### src/rtl/srmcs_pkg.sv
// Shared types, constants and sequencer states for the commutation sequencer.
package srmcs_pkg;

    localparam int MAX_STATES_DEF      = 64;
    localparam int NUM_SWITCHES_DEF    = 8;
    localparam int MAX_BASE_STATES_DEF = 8;

    localparam int POS_W   = 18;   // stored interval bound, signed
    localparam int WIDE_W  = 20;   // unwrapped sum, signed
    localparam int DVD_W   = 20;   // divider dividend
    localparam int DVS_W   = 16;   // divider divisor
    localparam int TOT_W   = 7;    // ring length, at most 8 * 15 before the cap
    localparam int CFG_W   = 64;
    localparam int CFG_IDX_W = 3;

    typedef enum logic [CFG_IDX_W-1:0] {
        REG_PULSES   = 3'd0,
        REG_STATES   = 3'd1,
        REG_EREV     = 3'd2,
        REG_OFFSET   = 3'd3,
        REG_REVERSE  = 3'd4,
        REG_MASKS    = 3'd5
    } cfg_reg_t;

    typedef enum logic [1:0] {
        OP_STEP  = 2'd0,
        OP_BUILD = 2'd1,
        OP_POS   = 2'd2,
        OP_NONE  = 2'd3
    } op_t;

    typedef enum logic [3:0] {
        ST_IDLE,
        ST_WIDTH,
        ST_GCD,
        ST_ERR,
        ST_PERIOD,
        ST_WRAP,
        ST_STORE,
        ST_CHANGE,
        ST_READ,
        ST_CMP,
        ST_LOAD,
        ST_BASE,
        ST_OUT
    } seq_state_t;

    typedef struct packed {
        logic             start;
        logic [DVD_W-1:0] dividend;
        logic [DVS_W-1:0] divisor;
    } div_req_t;

    typedef struct packed {
        logic             done;
        logic [DVD_W-1:0] quotient;
        logic [DVS_W-1:0] remainder;
    } div_rsp_t;

endpackage

### src/rtl/srmcs_ram.sv
// Generic single-write, single-read RAM with registered read data.
module srmcs_ram #(
    parameter int WIDTH = 8,
    parameter int DEPTH = 64
) (
    input  logic                     aclk,
    input  logic                     wr_en,
    input  logic [$clog2(DEPTH)-1:0] wr_addr,
    input  logic [WIDTH-1:0]         wr_data,
    input  logic                     rd_en,
    input  logic [$clog2(DEPTH)-1:0] rd_addr,
    output logic [WIDTH-1:0]         rd_data
);
    logic [WIDTH-1:0] mem [DEPTH];

    always_ff @(posedge aclk) begin
        if (wr_en) begin
            mem[wr_addr] <= wr_data;
        end
        if (rd_en) begin
            rd_data <= mem[rd_addr];
        end
    end
endmodule

### src/rtl/srmcs_div.sv
// Restoring radix-2 divider, one quotient bit per cycle.
module srmcs_div (
    input  logic               aclk,
    input  logic               aresetn,
    input  srmcs_pkg::div_req_t req,
    output srmcs_pkg::div_rsp_t rsp
);
    import srmcs_pkg::*;

    localparam int CNT_W = $clog2(DVD_W + 1);

    logic             busy_reg, done_reg;
    logic [CNT_W-1:0] cnt_reg;
    logic [DVD_W-1:0] quo_reg;
    logic [DVS_W-1:0] rem_reg, dvs_reg;
    logic [DVS_W:0]   trial;
    logic             fits;

    assign trial = {rem_reg, quo_reg[DVD_W-1]};
    assign fits  = trial >= {1'b0, dvs_reg};

    always_ff @(posedge aclk) begin
        if (!aresetn) begin
            busy_reg <= 1'b0;
            done_reg <= 1'b0;
            cnt_reg  <= '0;
        end else begin
            done_reg <= 1'b0;
            if (busy_reg) begin
                quo_reg <= {quo_reg[DVD_W-2:0], fits};
                rem_reg <= fits ? DVS_W'(trial - {1'b0, dvs_reg}) : DVS_W'(trial);
                if (cnt_reg == CNT_W'(DVD_W - 1)) begin
                    busy_reg <= 1'b0;
                    done_reg <= 1'b1;
                end
                cnt_reg <= cnt_reg + 1'b1;
            end else if (req.start && !done_reg) begin
                busy_reg <= 1'b1;
                cnt_reg  <= '0;
                quo_reg  <= req.dividend;
                rem_reg  <= '0;
                dvs_reg  <= req.divisor;
            end
        end
    end

    assign rsp.done      = done_reg;
    assign rsp.quotient  = quo_reg;
    assign rsp.remainder = rem_reg;
endmodule

### src/rtl/srm_commutation_sequencer.sv
// Top level: commutation sequencer for a switched reluctance motor.
// Result path: step, unused op or pre-build position run only the base divide;
//   a position sample first reads and compares the table, loading new bounds
//   when it switches; a build first runs width, Euclid, error and period divides
//   and a wrap, change and store pass per ring state. One transaction at a time;
//   the next is taken in the cycle after the result; divides share one 20-step divider.
// Reset: synchronous active-low aresetn clears control state, index, held
//   bounds and table-ready; the interval table itself is not cleared.
module srm_commutation_sequencer #(
    parameter int MAX_STATES      = srmcs_pkg::MAX_STATES_DEF,
    parameter int NUM_SWITCHES    = srmcs_pkg::NUM_SWITCHES_DEF,
    parameter int MAX_BASE_STATES = srmcs_pkg::MAX_BASE_STATES_DEF
) (
    input  logic                              aclk,
    input  logic                              aresetn,
    // configuration write port
    input  logic                              cfg_wr_en,
    input  logic [srmcs_pkg::CFG_IDX_W-1:0]   cfg_index,
    input  logic [srmcs_pkg::CFG_W-1:0]       cfg_wr_data,
    // input transactions
    input  logic                              s_valid,
    output logic                              s_ready,
    input  logic [1:0]                        s_op,
    input  logic signed [17:0]                s_position,
    // result transactions
    output logic                              m_valid,
    input  logic                              m_ready,
    output logic [7:0]                        m_switch_mask,
    output logic [5:0]                        m_state_index,
    output logic                              m_switched,
    output logic                              m_table_ready
);
    import srmcs_pkg::*;

    localparam int IW      = (MAX_STATES > 1) ? $clog2(MAX_STATES) : 1;
    localparam int TCAP    = (MAX_STATES < 127) ? MAX_STATES : 127;
    localparam int ENTRY_W = 2 * POS_W + 1;
    localparam logic [7:0] SW_MASK = 8'((1 << NUM_SWITCHES) - 1);

    // ---------------- configuration registers ----------------
    logic [15:0]        ppr_reg;
    logic [3:0]         spe_reg, epm_reg;
    logic signed [15:0] off_reg;
    logic               rev_reg;
    logic [63:0]        masks_reg;

    always_ff @(posedge aclk) begin
        if (!aresetn) begin
            ppr_reg   <= 16'd4096;
            spe_reg   <= 4'd3;
            epm_reg   <= 4'd4;
            off_reg   <= '0;
            rev_reg   <= 1'b0;
            masks_reg <= '0;
        end else if (cfg_wr_en) begin
            case (cfg_index)
                REG_PULSES:  ppr_reg   <= cfg_wr_data[15:0];
                REG_STATES:  spe_reg   <= cfg_wr_data[3:0];
                REG_EREV:    epm_reg   <= cfg_wr_data[3:0];
                REG_OFFSET:  off_reg   <= cfg_wr_data[15:0];
                REG_REVERSE: rev_reg   <= cfg_wr_data[0];
                REG_MASKS:   masks_reg <= cfg_wr_data;
                default: ;
            endcase
        end
    end

    // Effective configuration: zero treated as one, base states and ring capped.
    logic [15:0]      p_eff;
    logic [3:0]       nb;
    logic [3:0]       e_eff;
    logic [7:0]       prod;
    logic [TOT_W-1:0] t_tot;

    always_comb begin
        p_eff = (ppr_reg == '0) ? 16'd1 : ppr_reg;
        nb    = (spe_reg == '0) ? 4'd1 : spe_reg;
        if (nb > 4'(MAX_BASE_STATES)) nb = 4'(MAX_BASE_STATES);
        e_eff = (epm_reg == '0) ? 4'd1 : epm_reg;
        prod  = 8'(nb) * 8'(e_eff);
        t_tot = (prod > 8'(TCAP)) ? TOT_W'(TCAP) : TOT_W'(prod);
    end

    function automatic logic [IW-1:0] neighbor(input logic [IW-1:0] idx,
                                               input logic [TOT_W-1:0] t,
                                               input logic rev);
        logic [8:0] i9, t9;
        i9 = 9'(idx);
        t9 = 9'(t);
        if (!rev) begin
            neighbor = (i9 + 9'd1 >= t9) ? '0 : IW'(i9 + 9'd1);
        end else begin
            neighbor = (i9 == '0 || i9 >= t9) ? IW'(t9 - 9'd1) : IW'(i9 - 9'd1);
        end
    endfunction

    // ---------------- sequencer registers ----------------
    seq_state_t                state_reg, state_next;
    logic [1:0]                op_reg, op_next;
    logic signed [POS_W-1:0]   pos_reg, pos_next;
    logic [IW-1:0]             cur_reg, cur_next;
    logic signed [POS_W-1:0]   held_low_reg, held_low_next;
    logic signed [POS_W-1:0]   held_high_reg, held_high_next;
    logic [16:0]               bw_reg, bw_next;      // base width
    logic [16:0]               se_reg, se_next;      // spread error
    logic [6:0]                sp_reg, sp_next;      // spread period
    logic [6:0]                sc_reg, sc_next;      // spread counter
    logic [6:0]                rr_reg, rr_next;      // width remainder
    logic [6:0]                ga_reg, ga_next, gb_reg, gb_next;
    logic                      ready_reg, ready_next;
    logic                      switched_reg, switched_next;
    logic [2:0]                base_reg, base_next;
    logic signed [WIDE_W-1:0]  v_reg, v_next;        // value to wrap
    logic signed [POS_W-1:0]   s_reg, s_next;        // running bound
    logic signed [POS_W-1:0]   wv_reg, wv_next;      // wrapped result
    logic [IW-1:0]             walk_reg, walk_next;
    logic [TOT_W-1:0]          k_reg, k_next;
    logic                      init_reg, init_next;

    always_ff @(posedge aclk) begin
        if (!aresetn) begin
            state_reg     <= ST_IDLE;
            cur_reg       <= '0;
            held_low_reg  <= '0;
            held_high_reg <= '0;
            bw_reg        <= '0;
            se_reg        <= '0;
            sp_reg        <= 7'd1;
            sc_reg        <= '0;
            ready_reg     <= 1'b0;
            switched_reg  <= 1'b0;
        end else begin
            state_reg     <= state_next;
            cur_reg       <= cur_next;
            held_low_reg  <= held_low_next;
            held_high_reg <= held_high_next;
            bw_reg        <= bw_next;
            se_reg        <= se_next;
            sp_reg        <= sp_next;
            sc_reg        <= sc_next;
            ready_reg     <= ready_next;
            switched_reg  <= switched_next;
        end
    end

    always_ff @(posedge aclk) begin
        op_reg   <= op_next;
        pos_reg  <= pos_next;
        rr_reg   <= rr_next;
        ga_reg   <= ga_next;
        gb_reg   <= gb_next;
        base_reg <= base_next;
        v_reg    <= v_next;
        s_reg    <= s_next;
        wv_reg   <= wv_next;
        walk_reg <= walk_next;
        k_reg    <= k_next;
        init_reg <= init_next;
    end

    // ---------------- shared divider ----------------
    div_req_t div_req;
    div_rsp_t div_rsp;

    srmcs_div u_div (
        .aclk    (aclk),
        .aresetn (aresetn),
        .req     (div_req),
        .rsp     (div_rsp)
    );

    // ---------------- interval table ----------------
    logic               ram_we, ram_re;
    logic [IW-1:0]      ram_waddr, ram_raddr;
    logic [ENTRY_W-1:0] ram_wdata, ram_rdata;

    srmcs_ram #(
        .WIDTH (ENTRY_W),
        .DEPTH (MAX_STATES)
    ) u_table (
        .aclk    (aclk),
        .wr_en   (ram_we),
        .wr_addr (ram_waddr),
        .wr_data (ram_wdata),
        .rd_en   (ram_re),
        .rd_addr (ram_raddr),
        .rd_data (ram_rdata)
    );

    // ---------------- wrap into the revolution ----------------
    // forward range [0, P], reverse range [-P, 0]; out-of-range values fold
    // through a modulo by P on the shared divider.
    logic signed [WIDE_W-1:0] pv, rem_s, wrap_res;
    logic                     wrap_need, low_side;
    logic [DVD_W-1:0]         wrap_dvd;

    always_comb begin
        pv    = $signed({4'b0, p_eff});
        rem_s = $signed({4'b0, div_rsp.remainder});
        if (!rev_reg) begin
            low_side  = v_reg < 0;
            wrap_need = low_side || (v_reg > pv);
            wrap_dvd  = low_side ? DVD_W'(~v_reg) : DVD_W'(v_reg);
            wrap_res  = low_side ? (pv - 20'sd1 - rem_s) : rem_s;
        end else begin
            low_side  = v_reg > 0;             // positive side in reverse
            wrap_need = low_side || (v_reg < -pv);
            wrap_dvd  = low_side ? DVD_W'(v_reg - 20'sd1) : DVD_W'(~v_reg);
            wrap_res  = low_side ? (rem_s + 20'sd1 - pv) : (-20'sd1 - rem_s);
        end
    end

    // spread counter step and next unwrapped bound
    logic [6:0]               sc_inc;
    logic                     sc_hit;
    logic [16:0]              change;
    logic signed [WIDE_W-1:0] s_wide, chg_wide;

    always_comb begin
        sc_inc   = sc_reg + 7'd1;
        sc_hit   = sc_inc == sp_reg;
        change   = sc_hit ? (bw_reg + se_reg) : bw_reg;
        s_wide   = WIDE_W'(s_reg);
        chg_wide = $signed({3'b0, change});
    end

    // store-phase bounds
    logic signed [POS_W-1:0] st_low, st_high;
    assign st_low  = rev_reg ? wv_reg : s_reg;
    assign st_high = rev_reg ? s_reg : wv_reg;

    // position test against held bounds
    logic in_lo, in_hi, in_range;
    assign in_lo    = held_low_reg <= pos_reg;
    assign in_hi    = held_high_reg >= pos_reg;
    assign in_range = ram_rdata[ENTRY_W-1] ? (in_lo || in_hi) : (in_lo && in_hi);

    // ---------------- next state and datapath ----------------
    always_comb begin
        state_next     = state_reg;
        op_next        = op_reg;
        pos_next       = pos_reg;
        cur_next       = cur_reg;
        held_low_next  = held_low_reg;
        held_high_next = held_high_reg;
        bw_next        = bw_reg;
        se_next        = se_reg;
        sp_next        = sp_reg;
        sc_next        = sc_reg;
        rr_next        = rr_reg;
        ga_next        = ga_reg;
        gb_next        = gb_reg;
        ready_next     = ready_reg;
        switched_next  = switched_reg;
        base_next      = base_reg;
        v_next         = v_reg;
        s_next         = s_reg;
        wv_next        = wv_reg;
        walk_next      = walk_reg;
        k_next         = k_reg;
        init_next      = init_reg;

        div_req.start    = 1'b0;
        div_req.dividend = DVD_W'(p_eff);
        div_req.divisor  = DVS_W'(t_tot);

        ram_we    = 1'b0;
        ram_waddr = walk_reg;
        ram_wdata = {st_low > st_high, st_high, st_low};
        ram_re    = 1'b0;
        ram_raddr = cur_reg;

        s_ready = 1'b0;
        m_valid = 1'b0;

        case (state_reg)
            ST_IDLE: begin
                s_ready = 1'b1;
                if (s_valid) begin
                    op_next       = s_op;
                    pos_next      = s_position;
                    switched_next = 1'b0;
                    case (op_t'(s_op))
                        OP_STEP: begin
                            cur_next      = neighbor(cur_reg, t_tot, rev_reg);
                            switched_next = 1'b1;
                            state_next    = ST_BASE;
                        end
                        OP_BUILD: state_next = ST_WIDTH;
                        OP_POS:   state_next = ready_reg ? ST_READ : ST_BASE;
                        default:  state_next = ST_BASE;
                    endcase
                end
            end
            ST_WIDTH: begin                    // W = P / T, R = P mod T
                div_req.start = 1'b1;
                if (div_rsp.done) begin
                    bw_next    = div_rsp.quotient[16:0];
                    rr_next    = div_rsp.remainder[6:0];
                    ga_next    = 7'(t_tot);
                    gb_next    = div_rsp.remainder[6:0];
                    state_next = ST_GCD;
                end
            end
            ST_GCD: begin                      // Euclid on the divider
                div_req.dividend = DVD_W'(ga_reg);
                div_req.divisor  = DVS_W'(gb_reg);
                if (gb_reg == '0) begin
                    state_next = ST_ERR;
                end else begin
                    div_req.start = 1'b1;
                    if (div_rsp.done) begin
                        ga_next = gb_reg;
                        gb_next = div_rsp.remainder[6:0];
                    end
                end
            end
            ST_ERR: begin                      // spread error = R / g
                div_req.start    = 1'b1;
                div_req.dividend = DVD_W'(rr_reg);
                div_req.divisor  = DVS_W'(ga_reg);
                if (div_rsp.done) begin
                    se_next    = div_rsp.quotient[16:0];
                    state_next = ST_PERIOD;
                end
            end
            ST_PERIOD: begin                   // spread period = T / g
                div_req.start    = 1'b1;
                div_req.dividend = DVD_W'(t_tot);
                div_req.divisor  = DVS_W'(ga_reg);
                if (div_rsp.done) begin
                    sp_next    = div_rsp.quotient[6:0];
                    sc_next    = '0;
                    walk_next  = neighbor(cur_reg, t_tot, rev_reg);
                    k_next     = '0;
                    init_next  = 1'b1;
                    v_next     = rev_reg ? (WIDE_W'(pos_reg) - WIDE_W'(off_reg))
                                         : (WIDE_W'(pos_reg) + WIDE_W'(off_reg));
                    state_next = ST_WRAP;
                end
            end
            ST_WRAP: begin
                div_req.dividend = wrap_dvd;
                div_req.divisor  = DVS_W'(p_eff);
                if (!wrap_need) begin
                    wv_next = POS_W'(v_reg);
                    if (init_reg) begin
                        s_next     = POS_W'(v_reg);
                        init_next  = 1'b0;
                        state_next = ST_CHANGE;
                    end else begin
                        state_next = ST_STORE;
                    end
                end else begin
                    div_req.start = 1'b1;
                    if (div_rsp.done) begin
                        wv_next = POS_W'(wrap_res);
                        if (init_reg) begin
                            s_next     = POS_W'(wrap_res);
                            init_next  = 1'b0;
                            state_next = ST_CHANGE;
                        end else begin
                            state_next = ST_STORE;
                        end
                    end
                end
            end
            ST_CHANGE: begin
                sc_next    = sc_hit ? '0 : sc_inc;
                v_next     = rev_reg ? (s_wide - chg_wide) : (s_wide + chg_wide);
                state_next = ST_WRAP;
            end
            ST_STORE: begin
                ram_we = 1'b1;
                if (k_reg == '0) begin
                    held_low_next  = st_low;
                    held_high_next = st_high;
                end
                s_next    = wv_reg;
                walk_next = neighbor(walk_reg, t_tot, rev_reg);
                k_next    = k_reg + 1'b1;
                if (k_reg + 1'b1 == t_tot) begin
                    ready_next = 1'b1;
                    state_next = ST_BASE;
                end else begin
                    state_next = ST_CHANGE;
                end
            end
            ST_READ: begin                     // fetch wrap flag of current state
                ram_re     = 1'b1;
                state_next = ST_CMP;
            end
            ST_CMP: begin
                ram_re    = 1'b1;
                ram_raddr = neighbor(cur_reg, t_tot, rev_reg);
                if (!in_range) begin
                    cur_next      = neighbor(cur_reg, t_tot, rev_reg);
                    switched_next = 1'b1;
                    state_next    = ST_LOAD;
                end else begin
                    state_next = ST_BASE;
                end
            end
            ST_LOAD: begin
                held_low_next  = ram_rdata[POS_W-1:0];
                held_high_next = ram_rdata[2*POS_W-1:POS_W];
                state_next     = ST_BASE;
            end
            ST_BASE: begin                     // base state = index mod n
                div_req.start    = 1'b1;
                div_req.dividend = DVD_W'(cur_reg);
                div_req.divisor  = DVS_W'(nb);
                if (div_rsp.done) begin
                    base_next  = div_rsp.remainder[2:0];
                    state_next = ST_OUT;
                end
            end
            ST_OUT: begin
                m_valid = 1'b1;
                if (m_ready) state_next = ST_IDLE;
            end
            default: state_next = ST_IDLE;
        endcase
    end

    // Result fields; the user must keep config stable while a result waits; the block does not enforce it.
    assign m_switch_mask = masks_reg[8*base_reg +: 8] & SW_MASK;
    assign m_state_index = 6'(cur_reg);
    assign m_switched    = switched_reg;
    assign m_table_ready = ready_reg;

endmodule
### config.mk
export PLATFORM = sky130hd
export DESIGN_NAME = srm_commutation_sequencer
export DESIGN_NICKNAME = d
export VERILOG_FILES = /design/src/rtl/srmcs_pkg.sv /design/src/rtl/srmcs_ram.sv /design/src/rtl/srmcs_div.sv /design/src/rtl/srm_commutation_sequencer.sv
export SDC_FILE = /design/constraint.sdc
export NUM_CORES = 2
export LEC_CHECK = 0
export ABC_CLOCK_PERIOD_IN_PS = 8100
export BUFFER_PORTS_ARGS = -buffer_cell sky130_fd_sc_hd__clkbuf_2
export CAP_MARGIN = 20
export CORE_ASPECT_RATIO = 1.5
export CORE_UTILIZATION = 45
export DETAILED_ROUTE_END_ITERATION = 7
export GPL_ROUTABILITY_DRIVEN = 0
export PLACE_DENSITY_LB_ADDON = 0.05
export SETUP_SLACK_MARGIN = 0.02
export SLEW_MARGIN = 20
export SYNTH_ARGS = -nofsm -noshare
export SYNTH_HDL_FRONTEND = slang
export SYNTH_SLANG_ARGS = --single-unit
### constraint.sdc
create_clock -name aclk -period 8.1 [get_ports aclk]
set_input_delay 0.81 -clock aclk [delete_from_list [all_inputs] [get_ports aclk]]
set_output_delay 0.81 -clock aclk [all_outputs]
set_load 0.05 [all_outputs]
# --- Yosys cells after proc, flatten, opt, wreduce, memory -nomap -nowiden ---
# Memory sizes are Yosys's and may differ from the RTL's. A register that Yosys moved wholly into a read port is not among the register bits.
# Cells that the tools add are included.
totals:
  regBits: 372
  ramBits: 2368
  output_inout_bits: 18
  mem_count: 1
memory_table:
  columns: ["memory", "depth", "word_bits", "read_ports", "rd_clocked_by_memory_dff", "wr", "line", "rtl"]
  rows:
  - ["u_table.mem", 64, 37, 1, 1, 1, "srmcs_ram.sv:14", "logic [WIDTH-1:0] mem [DEPTH];"]
op_classes:
  add_sub_neg: 21
  n_mul: 1
  n_lt_le_gt_ge: 14
  n_eq_ne: 38
  shift: 1
  mux: 99
  bitwise: 2
  n_reduce_logical: 54
op_table:
  columns: ["operator", "count"]
  rows:
  - ["$mux 18", 13]
  - ["$pmux 36 s5", 1]
  - ["$mux 20", 8]
  - ["$pmux 18 s2", 3]
  - ["$mux 6", 11]
  - ["$mux 16", 4]
  - ["$shiftx 64x7->8", 1]
  - ["$mux 7", 8]
  - ["$pmux 7 s2", 4]
  - ["$mux 4", 13]
  - ["$pmux 4 s13", 1]
  - ["$pmux 20 s2", 1]
  - ["$reduce_and 2->1", 19]
  - ["$pmux 6 s2", 2]
  - ["$mux 1", 22]
  - ["$eq 4x4->1 const B", 5]
  - ["$gt 20x1->1 const B", 1]
  - ["$gt 20x17->1", 1]
  - ["$lt 20x1->1 const B", 1]
  - ["$lt 20x20->1", 1]
  - ["$neg 16->20", 1]
  - ["$not 20->20", 1]
  - ["$sub 20x2->20 const B", 1]
  - ["$add 18x16->19", 1]
  - ["other kinds (59)", 106]

# --- Longest topological paths before layout ---
depth:
  ltp_word: 14
  depth_mapped: 33
  mapped_depth_nobuf: 27

# --- Cells and area by module ---
# From an unflattened synthesis, not the netlist that was laid out.
hier_totals:
  hier_cells: 7343
  area_unflattened_um2: 119507.1
by_module_without_submodules:
  columns: ["module", "instances", "cells_each", "area_each_um2"]
  rows:
  - ["srmcs_ram", 1, 4066, 91462.7]
  - ["srm_commutation_sequencer", 1, 3000, 24811.3]
  - ["srmcs_div", 1, 277, 3233.1]

# --- Worst setup path before layout ---
# OpenSTA, ideal clock, no wires.
synth_path:
  path_type: "reg-to-reg"
  start: "register spe_reg[3]"
  end: "register u_table.rd_data[10] (read register of u_table.mem) (data pin)"
  setup_time_ps: 264
  arrival_ps: 6605
  required_ps: 7836
  setup_slack_ps: 1231
  stages_incl_launch_ff: 30
  period_less_slack_ps: 6869
  cell_sequence: "dfxtp_1 clkbuf_1 nor2b_1 nand2_1 fa_1 fa_1 inv_1 ha_1 a211o_1 a2111o_1 and3_1 buf_2 o211a_1 inv_1 ha_1 a21oi_1 o21ai_0 a221oi_1 o21ai_2 a21oi_1 o21ai_1 mux2i_2 buf_4 buf_4 buf_2 buf_2 clkbuf_1 a311oi_1 a211oi_1 nor3_2"
synth_via:
  elab_chain_cells: 12
synth_rtl:
  columns: ["element", "line", "rtl"]
  rows:
  - ["from (decl)", "srm_commutation_sequencer.sv:42", "logic [3:0] spe_reg, epm_reg;"]
  - ["from (signal assigned)", "srm_commutation_sequencer.sv:58", "REG_STATES: spe_reg <= cfg_wr_data[3:0];"]
  - ["$logic_not 4->1", "srm_commutation_sequencer.sv:77", "nb = (spe_reg == '0) ? 4'd1 : spe_reg;"]
  - ["$mux 4 *", "srm_commutation_sequencer.sv:77", null]
  - ["$gt 4x4->1", "srm_commutation_sequencer.sv:78", "if (nb > 4'(MAX_BASE_STATES)) nb = 4'(MAX_BASE_STATES);"]
  - ["$mux 4 *", "srm_commutation_sequencer.sv:78", null]
  - ["$mul 4x4->8 *", "srm_commutation_sequencer.sv:80", "prod = 8'(nb) * 8'(e_eff);"]
  - ["$gt 8x7->1", "srm_commutation_sequencer.sv:81", "t_tot = (prod > 8'(TCAP)) ? TOT_W'(TCAP) : TOT_W'(prod);"]
  - ["$mux 7 *", "srm_commutation_sequencer.sv:81", null]
  - ["$ge 6x7->1", "srm_commutation_sequencer.sv:93", "neighbor = (i9 == '0 || i9 >= t9) ? IW'(t9 - 9'd1) : IW'(i9 - 9'd1);"]
  - ["$logic_or 1x1->1", "srm_commutation_sequencer.sv:93", null]
  - ["$mux 6", "srm_commutation_sequencer.sv:93", null]
  - ["$mux 6 *", "srm_commutation_sequencer.sv:90", "if (!rev) begin"]
  - ["$mux 6 *", "srm_commutation_sequencer.sv:276", "case (state_reg)"]
  - ["to (decl)", "srmcs_ram.sv:12", "output logic [WIDTH-1:0] rd_data"]
# Mark *: on every way between the ends. The rest lies on a longest branch, timed or not.
# A chain may end at the register's enable or synchronous reset.

# --- Worst setup path in the final report ---
layout_path:
  start: "register spe_reg[1]"
  end: "register u_table.rd_data[10] (read register of u_table.mem) (data pin)"
# Same word-level chain as after synthesis.

==> results.txt <==
* Class of the worst hold path: input port to flip-flop
- Detailed Place HPWL: 248 mm
* Leading cell types by total area after synthesis: edfxtp_1 63%, nand2_1 4.9%, mux2i_1 4.3%, mux2_2 3.4%, dfxtp_1 3.4%
- For this run, the total global-route usage over all layers was measured as 0.280.
- First drt pass iteration count: 8
- FMAX: 0.130 GHz
- In this run the standard cell core region covers 271000 um2.
- Internal Pwr Total: 26.3 mW
* Top-area cell type share of the netlist area: 0.629
- Worst setup path category: flip-flop to flip-flop
- Together, buffers and inverters on the worst path number 5.
- Number of instances in the synthesized netlist: 9400
- Synthesized flop and latch total: 2776
- Post-layout worst setup margin: 394 ps
* Reg power frac: 0.437
- First-pass GRT wire length: 558 mm
- Number of distinct library cells after synthesis: 100
* Number of hold violations in the final report: 0
* Yosys warns: 0
- Setup slack, reg-to-reg: 390 ps
- Antenna violations before repair: 9
* Fraction of layout instances using a drive strength above 1: 0.148
- The worst register-to-register path begins at spe_reg[1].
- Register area: 81300 um2
- Maximum number of pins on one net before global-route repair: 98
- Summed over all failing endpoints, the final setup total negative slack is 0 ps.
- Pre-CTS worst setup slack: 133 ps
* Data arrival time of the critical path: 8440 ps
- Latest clock arrival within the worst-skew pair: 900 ps
- Library cell appearing most often on the critical path: fa_1
- At the pin with the least slew margin, the transition time is 1260 ps.
* Slowest library cell on the worst path: or4_1
- Most instantiated library cell after synthesis: edfxtp_1
* Cells on Worst Hold Path: 1
* Filler Cell Count: 23300
- The mapped netlist covers 123000 um2.
* Mean Syn Cell Area: 13.0 um2
* Sw frac: 0.298
- Setup violations remaining at the end of the flow were counted as 0.
- Worst slew slack as a fraction of its limit: 0.155
* Count of routing violations after the opening detailed-route iteration: 6961
- The die covers 274000 um2.
- Layout Area Growth over Synthesis: 12.9%
- The total overflow left after global routing is 0.
* Post-Route Skew: 69.6 ps
- At the end of the flow the core is filled with cells to 0.511.
- Setup repair after global routing left no endpoint under its margin.
* Power share of the clock group: 0.344
- The die is 641 um tall.
- For this run, the slowest stage of the critical path takes 670 ps.
- In the synthesized netlist, the cells that appear most often are 2568 x edfxtp_1, 1615 x nand2_1, 529 x mux2i_1.
* Portion of the clock cycle consumed by the worst path in the final layout: 0.951
- In this run, CTS created clock tree buffers numbering 281.
- DRC: 0
- The worst hold path begins at s_position[6].
- Combinational share of power: 0.219
* Slew Viols, Final: 0
- Required arrival time at the worst endpoint: 8830 ps
- Vias per std cell: 5.93
- CTS tree: done
- Number of flip-flops in the largest register: 2368
- Dominant cell type by area after synthesis: edfxtp_1
- After layout, the design draws a total of 37.4 mW.
- Across the VDD grid, the largest voltage drop is 0.000157 V.
- In this run the static leakage power is 47.2 nW.
- The worst register-to-register path ends at u_table.rd_data[10].
- Row Count: 234
* Critical path fanouts, max: 34
- The run finished with clean final reports.
- The initial utilization of the core area, before any placement, comes to 0.452.
- The via count of the first global-routing pass is 78000.
- Number of nets at the end of the flow: 9960
- Final hold analysis gives a worst-case slack of 109 ps.
* Sink Count: 2776
- Tmin final: 7710 ps
- Once detail routing completed, the nets flagged for antenna violations numbered 0.
* Number of flops mapped to enable cells by yosys: 2568
* Buffer cell driving the clock tree root: clkbuf_16
* Total vias in the final route: 79300
* IO buf count: 109
- Sequential cell area fraction in the yosys report: 0.663
- Worst-case hold path end point: pos_reg[6]
* Die X: 428 um
- Primary flip-flop cell chosen by synthesis mapping: edfxtp_1
* Average wire length per cell after detail routing: 29.5 um
- Measured in cells, the most critical reg-to-reg path has a length of 29.
* Clock-pin slew of the registers on the worst-case setup and hold paths: 60 ps
- In the final layout, the multi-input gates occupy 39100 um2.
- For this design the top-level I/O count stands at 110.
- Nature of the critical path endpoint: flip-flop
- PD cells: 271 nW/um2
- After synthesis, the share of flip-flops with an asynchronous set or reset is 0.
- Max H-tree Level: 5
- STA classifies the critical path startpoint as a flip-flop.
- The kind of cell with the highest combined delay along the critical path is compound AO/OA/AOI/OAI gates.
- Max-cap violations in this run came to 0.
- Counting along the longest clock path gives a buffer depth of 4.
* Power dissipated by switching net loads: 11.1 mW
* Total wire length: 394 mm
[timing repair]
item | CTS | global route
gates resized for setup | 0 | 22
hold buffers | 0 | 0
buffers inserted | 0 | 10
endpoints found under the setup margin | 0 | 37
[cell families (layout without fill, tap and decap cells)]
logic type               after synthesis  after routing  share of synthesized area
AO/OA/AOI/OAI                       1547           1547                     0.0818
XOR/XNOR                             185            185                     0.0132
adder cells (fa/ha/maj)              265            265                     0.0276
buffers and inverters                711           1130                     0.0247
flip-flops                          2776           2776                      0.663
multiplexers                         925            926                     0.0811
other                                  1             13                  0.0000306
AND/OR/NAND/NOR                     2990           2990                      0.108
[worst max-delay path by stage]
| stage | from | endpoint | slack [ps] | cells past startpoint |
|---|---|---|---|---|
| 3_3_place_gp | spe_reg[2] | u_table.rd_data[31] | 80 | 29 |
| 2_1_floorplan | spe_reg[3] | u_table.rd_data[10] | 1230 | 29 |
| 6_report | spe_reg[1] | u_table.rd_data[10] | 390 | 29 |
| 5_1_grt | spe_reg[1] | u_table.rd_data[4] | 20 | 28 |
| 4_1_cts | spe_reg[1] | u_table.rd_data[31] | 30 | 29 |
| 3_5_place_dp | spe_reg[1] | u_table.rd_data[31] | 130 | 29 |
[cell type report]
cell class,instances,area share
antenna,11,0.000199
clock buffer,365,0.0549
clock inverter,127,0.00896
inverter,167,0.00455
multi-input combinational,5915,0.283
sequential,2776,0.588
tap,3540,0.0320
timing repair buffer,471,0.0286
[cells in the final DEF, fill, tap and decap left out, drive strengths merged, types with 35 or more instances in the layout]
cell type / count
nor3: 98
or4: 46
clkinv: 98
dfxtp: 208
nand2b: 35
nand2: 1615
nor2: 513
edfxtp: 2568
a311oi: 43
o22ai: 78
ha: 245
a311o: 36
and3: 176
nor2b: 49
xnor2: 110
clkbuf: 475
mux2: 379
a211oi: 150
o21ai: 349
a31oi: 201
xor2: 75
mux2i: 531
a2bb2oi: 36
inv: 169
a21oi: 371
buf: 361
a21o: 50
a22o: 36
and2: 57
nand3: 277
[routing by layer]
metal  part of all wire  vias to the layer above  GRT usage
met1               0.39                    40500      0.334
met4              0.053                        0      0.133
li1                   -                    35500          -
met2               0.51                     2520      0.505
met5                  0                        -          0
met3              0.047                      776     0.0304
[metrics by stage]
| step | instances | cell area (um2) |
|---|---|---|
| floorplan | 9401 | 123000 |
| global placement | 12900 | 129000 |
| detailed placement | 12900 | 129000 |
| CTS | 13300 | 138000 |
| global route | 13400 | 138000 |
| finish | 13400 | 138000 |
[power groups by stage]
stage                     Clock [mW]  Sequential [mW]  Combinational (mW)
after floorplan                    0             16.4                5.34
after global placement             0             16.7                8.02
after detailed placement           0             16.7                8.09
after CTS                       13.1             16.4                8.13
after global routing            13.6             16.4                8.84
final                           12.9             16.4                8.21
Note: power is estimated with default switching activity, not from simulation.
